<file path="src/rtl/dbs_pkg.sv">
`default_nettype none
package dbs_pkg;

	localparam int TEMP_W     = 11;
	localparam int CFG_IDX_W  = 3;
	localparam int CFG_DATA_W = 32;

	typedef enum logic [CFG_IDX_W-1:0] {
		CFG_EMPTY_LEVEL   = 3'd0,
		CFG_PRESENT_LEVEL = 3'd1,
		CFG_GRACE_TICKS   = 3'd2,
		CFG_ARM_TICKS     = 3'd3,
		CFG_OVER_TEMP     = 3'd4
	} cfg_idx_t;

	typedef enum logic [1:0] {
		ALARM_NONE  = 2'd0,
		ALARM_SLOW  = 2'd1,
		ALARM_RAPID = 2'd2
	} alarm_t;

	typedef struct packed {
		logic   drive_one;
		logic   drive_two;
		logic   armed_state;
		alarm_t alarm_request;
		logic   dual_low_event;
		logic   hot_one_event;
		logic   hot_two_event;
		logic   present_one;
		logic   present_two;
	} result_t;

endpackage
`default_nettype wire

</file>
<file path="src/rtl/dbs_cfg.sv">
`default_nettype none
module dbs_cfg #(
	parameter int LEVEL_BITS = 10,
	parameter int COUNT_BITS = 16
) (
	input  wire logic                             clk,
	input  wire logic                             arst_n,
	input  wire logic                             wr_en,
	input  wire logic [dbs_pkg::CFG_IDX_W-1:0]    wr_index,
	input  wire logic [dbs_pkg::CFG_DATA_W-1:0]   wr_data,
	output logic      [LEVEL_BITS-1:0]            empty_level,
	output logic      [LEVEL_BITS-1:0]            present_level,
	output logic      [COUNT_BITS-1:0]            grace_ticks,
	output logic      [COUNT_BITS-1:0]            arm_ticks,
	output logic signed [dbs_pkg::TEMP_W-1:0]     over_temp_limit
);
	import dbs_pkg::*;

	logic [LEVEL_BITS-1:0]    empty_q;
	logic [LEVEL_BITS-1:0]    present_q;
	logic [COUNT_BITS-1:0]    grace_q;
	logic [COUNT_BITS-1:0]    arm_q;
	logic signed [TEMP_W-1:0] otemp_q;

	always_ff @(posedge clk or negedge arst_n) begin
		if (!arst_n) begin
			empty_q   <= LEVEL_BITS'(756);
			present_q <= LEVEL_BITS'(27);
			grace_q   <= COUNT_BITS'(1000);
			arm_q     <= COUNT_BITS'(500);
			otemp_q   <= TEMP_W'(480);
		end else if (wr_en) begin
			case (wr_index)
				CFG_EMPTY_LEVEL:   empty_q   <= wr_data[LEVEL_BITS-1:0];
				CFG_PRESENT_LEVEL: present_q <= wr_data[LEVEL_BITS-1:0];
				CFG_GRACE_TICKS:   grace_q   <= wr_data[COUNT_BITS-1:0];
				CFG_ARM_TICKS:     arm_q     <= wr_data[COUNT_BITS-1:0];
				CFG_OVER_TEMP:     otemp_q   <= wr_data[TEMP_W-1:0];
				default: ;
			endcase
		end
	end

	assign empty_level     = empty_q;
	assign present_level   = present_q;
	assign grace_ticks     = grace_q;
	assign arm_ticks       = arm_q;
	assign over_temp_limit = otemp_q;

endmodule
`default_nettype wire

</file>
<file path="src/rtl/dbs_core.sv">
`default_nettype none
module dbs_core #(
	parameter int LEVEL_BITS = 10,
	parameter int COUNT_BITS = 16
) (
	input  wire logic                          clk,
	input  wire logic                          arst_n,
	input  wire logic                          step_en,
	input  wire logic [LEVEL_BITS-1:0]         level_one,
	input  wire logic [LEVEL_BITS-1:0]         level_two,
	input  wire logic                          arm_line,
	input  wire logic signed [dbs_pkg::TEMP_W-1:0] temp_one,
	input  wire logic signed [dbs_pkg::TEMP_W-1:0] temp_two,
	input  wire logic [LEVEL_BITS-1:0]         empty_level,
	input  wire logic [LEVEL_BITS-1:0]         present_level,
	input  wire logic [COUNT_BITS-1:0]         grace_ticks,
	input  wire logic [COUNT_BITS-1:0]         arm_ticks,
	input  wire logic signed [dbs_pkg::TEMP_W-1:0] over_temp_limit,
	output dbs_pkg::result_t                   res
);
	import dbs_pkg::*;

	logic                  on1_q, on2_q, armed_q, dl_seen_q, hot1_seen_q, hot2_seen_q;
	logic [COUNT_BITS-1:0] arm_cnt_q, since_q;

	logic                  on1_d, on2_d, armed_d, dl_seen_d, hot1_seen_d, hot2_seen_d;
	logic [COUNT_BITS-1:0] arm_cnt_d, since_d;
	logic [COUNT_BITS:0]   elapsed;
	logic                  sample, pres1, pres2, empty1, empty2, in_grace, switched;
	logic                  dl_now, hot1_now, hot2_now;
	alarm_t                alarm;

	always_comb begin
		pres1    = level_one >= present_level;
		pres2    = level_two >= present_level;
		empty1   = level_one < empty_level;
		empty2   = level_two < empty_level;
		in_grace = since_q < grace_ticks;

		elapsed   = (COUNT_BITS+1)'(arm_cnt_q) + (COUNT_BITS+1)'(1);
		sample    = elapsed > (COUNT_BITS+1)'(arm_ticks);
		armed_d   = sample ? arm_line : armed_q;
		arm_cnt_d = sample ? '0 : elapsed[COUNT_BITS-1:0];

		on1_d    = armed_d & on1_q;
		on2_d    = armed_d & on2_q;
		switched = 1'b0;
		alarm    = ALARM_NONE;

		if (!in_grace && armed_d) begin
			if (on1_d && on2_d) begin
				if (!empty1) begin
					on2_d    = 1'b0;
					switched = 1'b1;
				end
				if (!empty2) begin
					on1_d    = 1'b0;
					switched = 1'b1;
				end
			end
			if (!on1_d && !on2_d) begin
				if (level_one > level_two) on1_d = 1'b1;
				else on2_d = 1'b1;
			end
			if (on1_d && empty1 && pres2 && !on2_d) begin
				on2_d    = 1'b1;
				switched = 1'b1;
				if (!empty2) begin
					on1_d = 1'b0;
					alarm = ALARM_SLOW;
				end else begin
					alarm = ALARM_RAPID;
				end
			end
			if (on2_d && empty2 && pres1 && !on1_d) begin
				on1_d    = 1'b1;
				switched = 1'b1;
				if (!empty1) begin
					on2_d = 1'b0;
					alarm = ALARM_SLOW;
				end else begin
					alarm = ALARM_RAPID;
				end
			end
		end

		if (switched) since_d = '0;
		else if (!in_grace) since_d = grace_ticks;
		else since_d = since_q + COUNT_BITS'(1);

		dl_now      = pres1 && empty1 && pres2 && empty2;
		dl_seen_d   = dl_now;
		hot1_now    = temp_one > over_temp_limit;
		hot2_now    = temp_two > over_temp_limit;
		hot1_seen_d = hot1_now;
		hot2_seen_d = hot2_now;
		if ((hot1_now && !hot1_seen_q) || (hot2_now && !hot2_seen_q)) alarm = ALARM_RAPID;

		res.drive_one      = on1_d;
		res.drive_two      = on2_d;
		res.armed_state    = armed_d;
		res.alarm_request  = alarm;
		res.dual_low_event = dl_now && !dl_seen_q;
		res.hot_one_event  = hot1_now && !hot1_seen_q;
		res.hot_two_event  = hot2_now && !hot2_seen_q;
		res.present_one    = pres1;
		res.present_two    = pres2;
	end

	always_ff @(posedge clk or negedge arst_n) begin
		if (!arst_n) begin
			on1_q       <= 1'b0;
			on2_q       <= 1'b0;
			armed_q     <= 1'b0;
			arm_cnt_q   <= '0;
			since_q     <= '0;
			dl_seen_q   <= 1'b0;
			hot1_seen_q <= 1'b0;
			hot2_seen_q <= 1'b0;
		end else if (step_en) begin
			on1_q       <= on1_d;
			on2_q       <= on2_d;
			armed_q     <= armed_d;
			arm_cnt_q   <= arm_cnt_d;
			since_q     <= since_d;
			dl_seen_q   <= dl_seen_d;
			hot1_seen_q <= hot1_seen_d;
			hot2_seen_q <= hot2_seen_d;
		end
	end

endmodule
`default_nettype wire

</file>
<file path="src/rtl/dual_battery_selector_top.sv">
// Dual battery selector.
// Input channel (in_valid/in_ready): one request per sensor tick carrying both
// battery codes, the arming line and two temperatures. Output channel
// (out_valid/out_ready): one result per request with switch states, armed
// state, alarm request, edge events and presence flags.
// Config channel (cfg_valid/cfg_ready, cfg_index, cfg_data) writes the five
// threshold/timing registers; cfg_ready is always high. Write only while idle.
// A request is captured in the input register; its result is captured in the
// result register when it advances. One request per cycle while out_ready is
// high; the state update is one pass of compare/count logic between the input
// register and the result register. Reset clears both switches, the arming
// state, all counters and edge flags, and loads register defaults. While a result
// waits with out_ready low the result register holds; the input register still
// takes one more request, then in_ready drops until the result is taken.
`default_nettype none
module dual_battery_selector_top #(
	parameter int LEVEL_BITS = 10,
	parameter int COUNT_BITS = 16
) (
	input  wire logic                              clk,
	input  wire logic                              arst_n,
	input  wire logic                              in_valid,
	output logic                                   in_ready,
	input  wire logic [LEVEL_BITS-1:0]             level_one,
	input  wire logic [LEVEL_BITS-1:0]             level_two,
	input  wire logic                              arm_line,
	input  wire logic signed [dbs_pkg::TEMP_W-1:0] temp_one,
	input  wire logic signed [dbs_pkg::TEMP_W-1:0] temp_two,
	output logic                                   out_valid,
	input  wire logic                              out_ready,
	output logic                                   drive_one,
	output logic                                   drive_two,
	output logic                                   armed_state,
	output logic [1:0]                             alarm_request,
	output logic                                   dual_low_event,
	output logic                                   hot_one_event,
	output logic                                   hot_two_event,
	output logic                                   present_one,
	output logic                                   present_two,
	input  wire logic                              cfg_valid,
	output logic                                   cfg_ready,
	input  wire logic [dbs_pkg::CFG_IDX_W-1:0]     cfg_index,
	input  wire logic [dbs_pkg::CFG_DATA_W-1:0]    cfg_data
);
	import dbs_pkg::*;

	logic                     valid_s1;
	logic [LEVEL_BITS-1:0]    level_one_s1, level_two_s1;
	logic                     arm_line_s1;
	logic signed [TEMP_W-1:0] temp_one_s1, temp_two_s1;

	logic                     out_valid_q;
	result_t                  result_q;
	result_t                  res;

	logic                     out_free, adv, accept;

	logic [LEVEL_BITS-1:0]    empty_level, present_level;
	logic [COUNT_BITS-1:0]    grace_ticks, arm_ticks;
	logic signed [TEMP_W-1:0] over_temp_limit;

	assign out_free  = !out_valid_q || out_ready;
	assign adv       = valid_s1 && out_free;
	assign in_ready  = !valid_s1 || out_free;
	assign accept    = in_valid && in_ready;
	assign cfg_ready = 1'b1;

	dbs_cfg #(
		.LEVEL_BITS(LEVEL_BITS),
		.COUNT_BITS(COUNT_BITS)
	) u_cfg (
		.clk            (clk),
		.arst_n         (arst_n),
		.wr_en          (cfg_valid && cfg_ready),
		.wr_index       (cfg_index),
		.wr_data        (cfg_data),
		.empty_level    (empty_level),
		.present_level  (present_level),
		.grace_ticks    (grace_ticks),
		.arm_ticks      (arm_ticks),
		.over_temp_limit(over_temp_limit)
	);

	dbs_core #(
		.LEVEL_BITS(LEVEL_BITS),
		.COUNT_BITS(COUNT_BITS)
	) u_core (
		.clk            (clk),
		.arst_n         (arst_n),
		.step_en        (adv),
		.level_one      (level_one_s1),
		.level_two      (level_two_s1),
		.arm_line       (arm_line_s1),
		.temp_one       (temp_one_s1),
		.temp_two       (temp_two_s1),
		.empty_level    (empty_level),
		.present_level  (present_level),
		.grace_ticks    (grace_ticks),
		.arm_ticks      (arm_ticks),
		.over_temp_limit(over_temp_limit),
		.res            (res)
	);

	always_ff @(posedge clk or negedge arst_n) begin
		if (!arst_n) begin
			valid_s1    <= 1'b0;
			out_valid_q <= 1'b0;
		end else begin
			if (accept) valid_s1 <= 1'b1;
			else if (adv) valid_s1 <= 1'b0;
			if (adv) out_valid_q <= 1'b1;
			else if (out_ready) out_valid_q <= 1'b0;
		end
	end

	always_ff @(posedge clk) begin
		if (accept) begin
			level_one_s1 <= level_one;
			level_two_s1 <= level_two;
			arm_line_s1  <= arm_line;
			temp_one_s1  <= temp_one;
			temp_two_s1  <= temp_two;
		end
		if (adv) result_q <= res;
	end

	assign out_valid      = out_valid_q;
	assign drive_one      = result_q.drive_one;
	assign drive_two      = result_q.drive_two;
	assign armed_state    = result_q.armed_state;
	assign alarm_request  = result_q.alarm_request;
	assign dual_low_event = result_q.dual_low_event;
	assign hot_one_event  = result_q.hot_one_event;
	assign hot_two_event  = result_q.hot_two_event;
	assign present_one    = result_q.present_one;
	assign present_two    = result_q.present_two;

	a_disarmed_off: assert property (@(posedge clk) disable iff (!arst_n)
		out_valid && !armed_state |-> !drive_one && !drive_two)
		else $error("switch on while disarmed");

	a_hot_rapid: assert property (@(posedge clk) disable iff (!arst_n)
		out_valid && (hot_one_event || hot_two_event) |-> alarm_request == ALARM_RAPID)
		else $error("over-temperature without rapid alarm");

	a_slow_single: assert property (@(posedge clk) disable iff (!arst_n)
		out_valid && alarm_request == ALARM_SLOW |-> drive_one != drive_two)
		else $error("slow alarm with both switches equal");

	a_ready_free: assert property (@(posedge clk) disable iff (!arst_n)
		!out_valid |-> in_ready)
		else $error("input stalled with empty result register");

endmodule
`default_nettype wire
</file>
<file path="config.mk">
export PLATFORM = sky130hd
export DESIGN_NAME = dual_battery_selector_top
export DESIGN_NICKNAME = d
export VERILOG_FILES = /design/src/rtl/dbs_pkg.sv /design/src/rtl/dbs_cfg.sv /design/src/rtl/dbs_core.sv /design/src/rtl/dual_battery_selector_top.sv
export SDC_FILE = /design/constraint.sdc
export NUM_CORES = 1
export LEC_CHECK = 0
export ABC_CLOCK_PERIOD_IN_PS = 8100
export BUFFER_PORTS_ARGS = -buffer_cell sky130_fd_sc_hd__buf_2
export CELL_PAD_IN_SITES_DETAIL_PLACEMENT = 1
export CELL_PAD_IN_SITES_GLOBAL_PLACEMENT = 2
export CORE_ASPECT_RATIO = 1.75
export CORE_MARGIN = 1.5
export CORE_UTILIZATION = 41
export DETAILED_ROUTE_END_ITERATION = 16
export GPL_TIMING_DRIVEN = 0
export PLACE_DENSITY = 0.89
export SETUP_SLACK_MARGIN = 0.1
export SLEW_MARGIN = 40
export SYNTH_ARGS = -nofsm -noshare
export SYNTH_HDL_FRONTEND = slang
export SYNTH_SLANG_ARGS = --single-unit
</file>
<file path="constraint.sdc">
create_clock -name clk -period 8.1 [get_ports clk]
set_clock_uncertainty 0.05 [all_clocks]
set_input_delay 0.405 -clock clk [delete_from_list [all_inputs] [get_ports clk]]
set_output_delay 0.405 -clock clk [all_outputs]
set_load 0.05 [all_outputs]
</file>
==> impl_summary.log <==
[metrics] Iter 0 DRT Violations: 240
[metrics] number of setup violations in the final report: 0
[metrics] most frequently used cell type in the post-synthesis netlist: sky130_fd_sc_hd__nand2_1
[metrics] routed wire length: 24200 um
[metrics] drc violations: 0
[metrics] commonest cells in the netlist: sky130_fd_sc_hd__nand2_1, sky130_fd_sc_hd__o21ai_0, sky130_fd_sc_hd__ha_1, sky130_fd_sc_hd__inv_1, sky130_fd_sc_hd__dfrtp_1
[metrics] total routing usage reported by global routing: 0.231
[metrics] Top-Level Pins: 96
[metrics] cell accounting for the most synthesized area: sky130_fd_sc_hd__dfrtp_1
[metrics] level count of the clock H-tree: 4
[metrics] Switching Fraction: 0.357
[metrics] nature of the critical path endpoint: flop
[metrics] clk slew on worst S/H paths: 60 ps
[metrics] share of the synthesized area in the top cell type: 0.215
[metrics] number of core rows: 71
[metrics] Switching Power: 1.03 mW
[metrics] average wire per cell in the routed design: 18.8 um
[metrics] Final Core Density: 0.483
[metrics] TritonCTS clock tree: done
[metrics] buffers added on ports: 77
[metrics] data arrival time of the critical path: 5400 ps
[metrics] number of setup buffers added after CTS: 0
[metrics] total placed cells including tap cells: 1253
[metrics] fin area: 10400 um^2
[metrics] met1 capacity usage during global routing: 0.240
[metrics] GR Layer Usage met3: 0.0521
[metrics] effective utilization at floorplan: 0.417
[metrics] Synthesized Nets: 1069
[metrics] count of inserted antenna diode cells: 0
[metrics] area growth from synthesis to final layout: 15.7%
[metrics] pre-CTS setup slack: 3010 ps
[metrics] number of fill cells: 2518
[metrics] synthesis warning total: 0
[metrics] smallest setup slack after layout: 3000 ps
[metrics] highest achievable clock rate: 196 MHz
[metrics] result of the run: complete, no violations
[metrics] actual transition at the worst max-transition pin: 833 ps
[metrics] pin count of the biggest net entering global routing: 54
[metrics] Post-synth top flop: sky130_fd_sc_hd__dfrtp_1
[metrics] post-synth cell types: 60
[metrics] number of storage elements in the synthesis netlist: 156
[metrics] DPL Wire Length: 18600 um
[metrics] global-route track usage on met2: 0.438
[metrics] vias after detailed routing: 7063
[metrics] async set-or-reset flop fraction in the synthesized netlist: 0.660
[metrics] Final nets: 1167
[metrics] number of antenna violations at the first check in global routing: 0
[metrics] share of post-route cells with drive strength above 1: 0.177
[metrics] required time worst endpoint: 8400 ps
[metrics] grt peak-use layer: met2
[metrics] Post-Place Cell Area: 9770 um^2
[metrics] slowest stage cell, crit path: sky130_fd_sc_hd__or4_4
[metrics] number of buffers created by CTS: 17
[metrics] die footprint: 22800 um^2
[metrics] top area cells in the synthesized netlist: sky130_fd_sc_hd__dfrtp_1, sky130_fd_sc_hd__edfxtp_1, sky130_fd_sc_hd__ha_1
[metrics] area of the core region: 21500 um^2
[metrics] endpoints failing hold: 0
[metrics] Total Power Consumption: 2.87 mW
[metrics] total power density per cell area: 277 nW/um^2
[metrics] setup repair after global routing missed its margin: false
[metrics] remaining global-route overflow: 0
[metrics] final worst path period need: 5100 ps
[metrics] critical path fanouts, max: 10
[metrics] Int Pwr: 1.85 mW
[metrics] Clock Sink Count: 156
[metrics] clock network fraction of design power: 0.283
[metrics] standby leakage power: 4.65 nW
[metrics] clk_lat worst skew: 440 ps
[metrics] register area share after synthesis: 0.468
[metrics] netlist area before placement: 8970 um^2
[metrics] syn avg cell area: 10.2 um^2
[metrics] cells along the critical path: and3_1, nand3_1, nor2_1, and3_1, nand3_1, nor2_1, xor2_1, ha_1, nand4_1, nor4_1, o21ai_0, a211o_1, and3_4, inv_2, buf_6, a211oi_1, and2_4, or4_4, buf_6, o221ai_2
[metrics] count of flip-flops with a built-in enable after synthesis: 53
[metrics] WS Path Type: flop to flop
[metrics] delay of the slowest critical-path stage: 500 ps
[metrics] final weighted congestion in routability-driven placement: 0.850
[metrics] height of the die: 199 um
[metrics] cts repair resizes: 0
[metrics] Max Buffers Root-to-Sink: 2
[metrics] drt first pass iters: 5
[metrics] sequential power share: 0.388
[metrics] setup TNS: 0 ps
[metrics] first-pass GRT wire length: 39800 um
[metrics] die width: 115 um
[metrics] Slew HR: 0.445
[metrics] share of total power in combinational logic: 0.328
[metrics] buffer cell driving the clock tree root: sky130_fd_sc_hd__clkbuf_16
[metrics] number of standard cells after synthesis: 883
[metrics] number of global-route vias before repair: 7900
[metrics] fin cells: 1286
[metrics] DR vias/cell: 5.49
[metrics] post-route ant nets: 0
[metrics] Tcrit/Tclk final: 0.629
[metrics] worst slack on hold paths: 85.7 ps
[metrics] Setup crit start kind: flop
[metrics] number of pins exceeding their max-slew limit in the final report: 0
[metrics] path category of the worst min-delay check: primary input to flop
[metrics] max-cap check violation count: 0
[metrics] peak ir drop on the vdd network: 0.175 mV
layout by cell type (no fill, tap or decap), types with 4 or more instances in the layout:
master,netlist,routed
sky130_fd_sc_hd__a211oi_1,9,9
sky130_fd_sc_hd__a21o_1,16,16
sky130_fd_sc_hd__a21oi_1,45,45
sky130_fd_sc_hd__a31oi_1,8,7
sky130_fd_sc_hd__and2_1,6,5
sky130_fd_sc_hd__and3_1,17,17
sky130_fd_sc_hd__buf_2,0,76
sky130_fd_sc_hd__clkbuf_1,21,25
sky130_fd_sc_hd__clkbuf_16,0,18
sky130_fd_sc_hd__dfrtp_1,77,77
sky130_fd_sc_hd__dfstp_2,26,26
sky130_fd_sc_hd__edfxtp_1,53,53
sky130_fd_sc_hd__ha_1,103,103
sky130_fd_sc_hd__inv_1,86,86
sky130_fd_sc_hd__mux2_2,21,21
sky130_fd_sc_hd__nand2_1,115,115
sky130_fd_sc_hd__nand2b_1,10,10
sky130_fd_sc_hd__nand3_1,16,16
sky130_fd_sc_hd__nand4_1,13,13
sky130_fd_sc_hd__nor2_1,16,15
sky130_fd_sc_hd__nor2b_1,9,9
sky130_fd_sc_hd__nor3_1,6,6
sky130_fd_sc_hd__nor3b_1,9,8
sky130_fd_sc_hd__nor4_1,6,6
sky130_fd_sc_hd__o211ai_1,4,4
sky130_fd_sc_hd__o21a_1,7,7
sky130_fd_sc_hd__o21ai_0,106,106
sky130_fd_sc_hd__o221ai_2,9,9
sky130_fd_sc_hd__o31ai_1,8,8
sky130_fd_sc_hd__xnor2_1,5,5
sky130_fd_sc_hd__xor2_1,9,9
flip-flops by register name, indices dropped and copies added (netlist names), 2 cells and up:
signal and cells:
level_two_s1 10, temp_two_s1 11, level_one_s1 10, temp_one_s1 11, u_cfg.empty_level 10, alarm_request 2, u_cfg.grace_ticks 16, u_cfg.over_temp_limit 11
u_cfg.present_level 10, u_cfg.arm_ticks 16, u_core.arm_cnt_q 16, u_core.since_q 16
kinds of logic after synthesis:
logic type | count (synthesis) | share of synthesized area
xor gates and xnor gates | 14 | 0.0137
buffers and inverters | 112 | 0.0490
AOI/OAI and AO/OA | 240 | 0.169
adders and majority gates | 103 | 0.144
other | 1 | 0.000418
muxes | 22 | 0.0275
and+or+nand+nor | 235 | 0.128
DFF | 156 | 0.468
final timing paths:
| kind | start | endpoint | slack (ps) | cells past startpoint |
|---|---|---|---|---|
| min reg2reg | u_core.armed_q | u_core.armed_q | 440 | 2 |
| min in group asynchronous | arst_n | u_cfg.present_level[8] | 440 | 2 |
| max | u_core.arm_cnt_q[2] | u_core.since_q[8] | 3000 | 20 |
| min | temp_two[10] | temp_two_s1[10] | 90 | 1 |
| max reg2reg | u_core.arm_cnt_q[2] | u_core.since_q[8] | 3000 | 20 |
| max in group asynchronous | arst_n | u_cfg.grace_ticks[9] | 6870 | 3 |
critical path: cells and delay by family (launching register included):
family / cells / cell delay, ps
AND/OR/NAND/NOR: 11 / 2820
AO/OA/AOI/OAI: 4 / 870
flip-flops: 1 / 470
buffers and inverters: 3 / 400
adder cells (fa/ha/maj): 1 / 300
XOR/XNOR: 1 / 100
power by group through the flow:
stage / Combinational [mW] / Clock [mW] / Sequential [mW]
final: 0.943 / 0.814 / 1.12
after detailed placement: 0.944 / 0 / 1.13
after CTS: 0.953 / 0.834 / 1.11
after global routing: 1.07 / 0.861 / 1.14
after global placement: 0.900 / 0 / 1.12
after floorplan: 0.632 / 0 / 1.12
timing repair:
item	in CTS	in global routing
endpoints found under the hold margin	43	0
hold buffers	1	0
endpoints found under the setup margin	0	0
per-layer routing:
layer / wire (um) / share of wire
met1: 9200 / 0.38
met5: 0 / 0
met3: 874 / 0.036
met4: 884 / 0.037
met2: 13300 / 0.55
cell type report:
| type | count | area, um^2 | share of cell area |
|---|---|---|---|
| plain buffers | 25 | 114 | 0.0110 |
| clock buffers | 26 | 510 | 0.0492 |
| clock inverters | 6 | 83.8 | 0.00808 |
| inverters | 87 | 327 | 0.0315 |
| multi-input cells | 615 | 4350 | 0.419 |
| flip-flops and latches | 156 | 4200 | 0.405 |
| well taps | 292 | 365 | 0.0352 |
| repair buffers | 79 | 433 | 0.0417 |
Note: power is estimated with default switching activity, not from simulation.
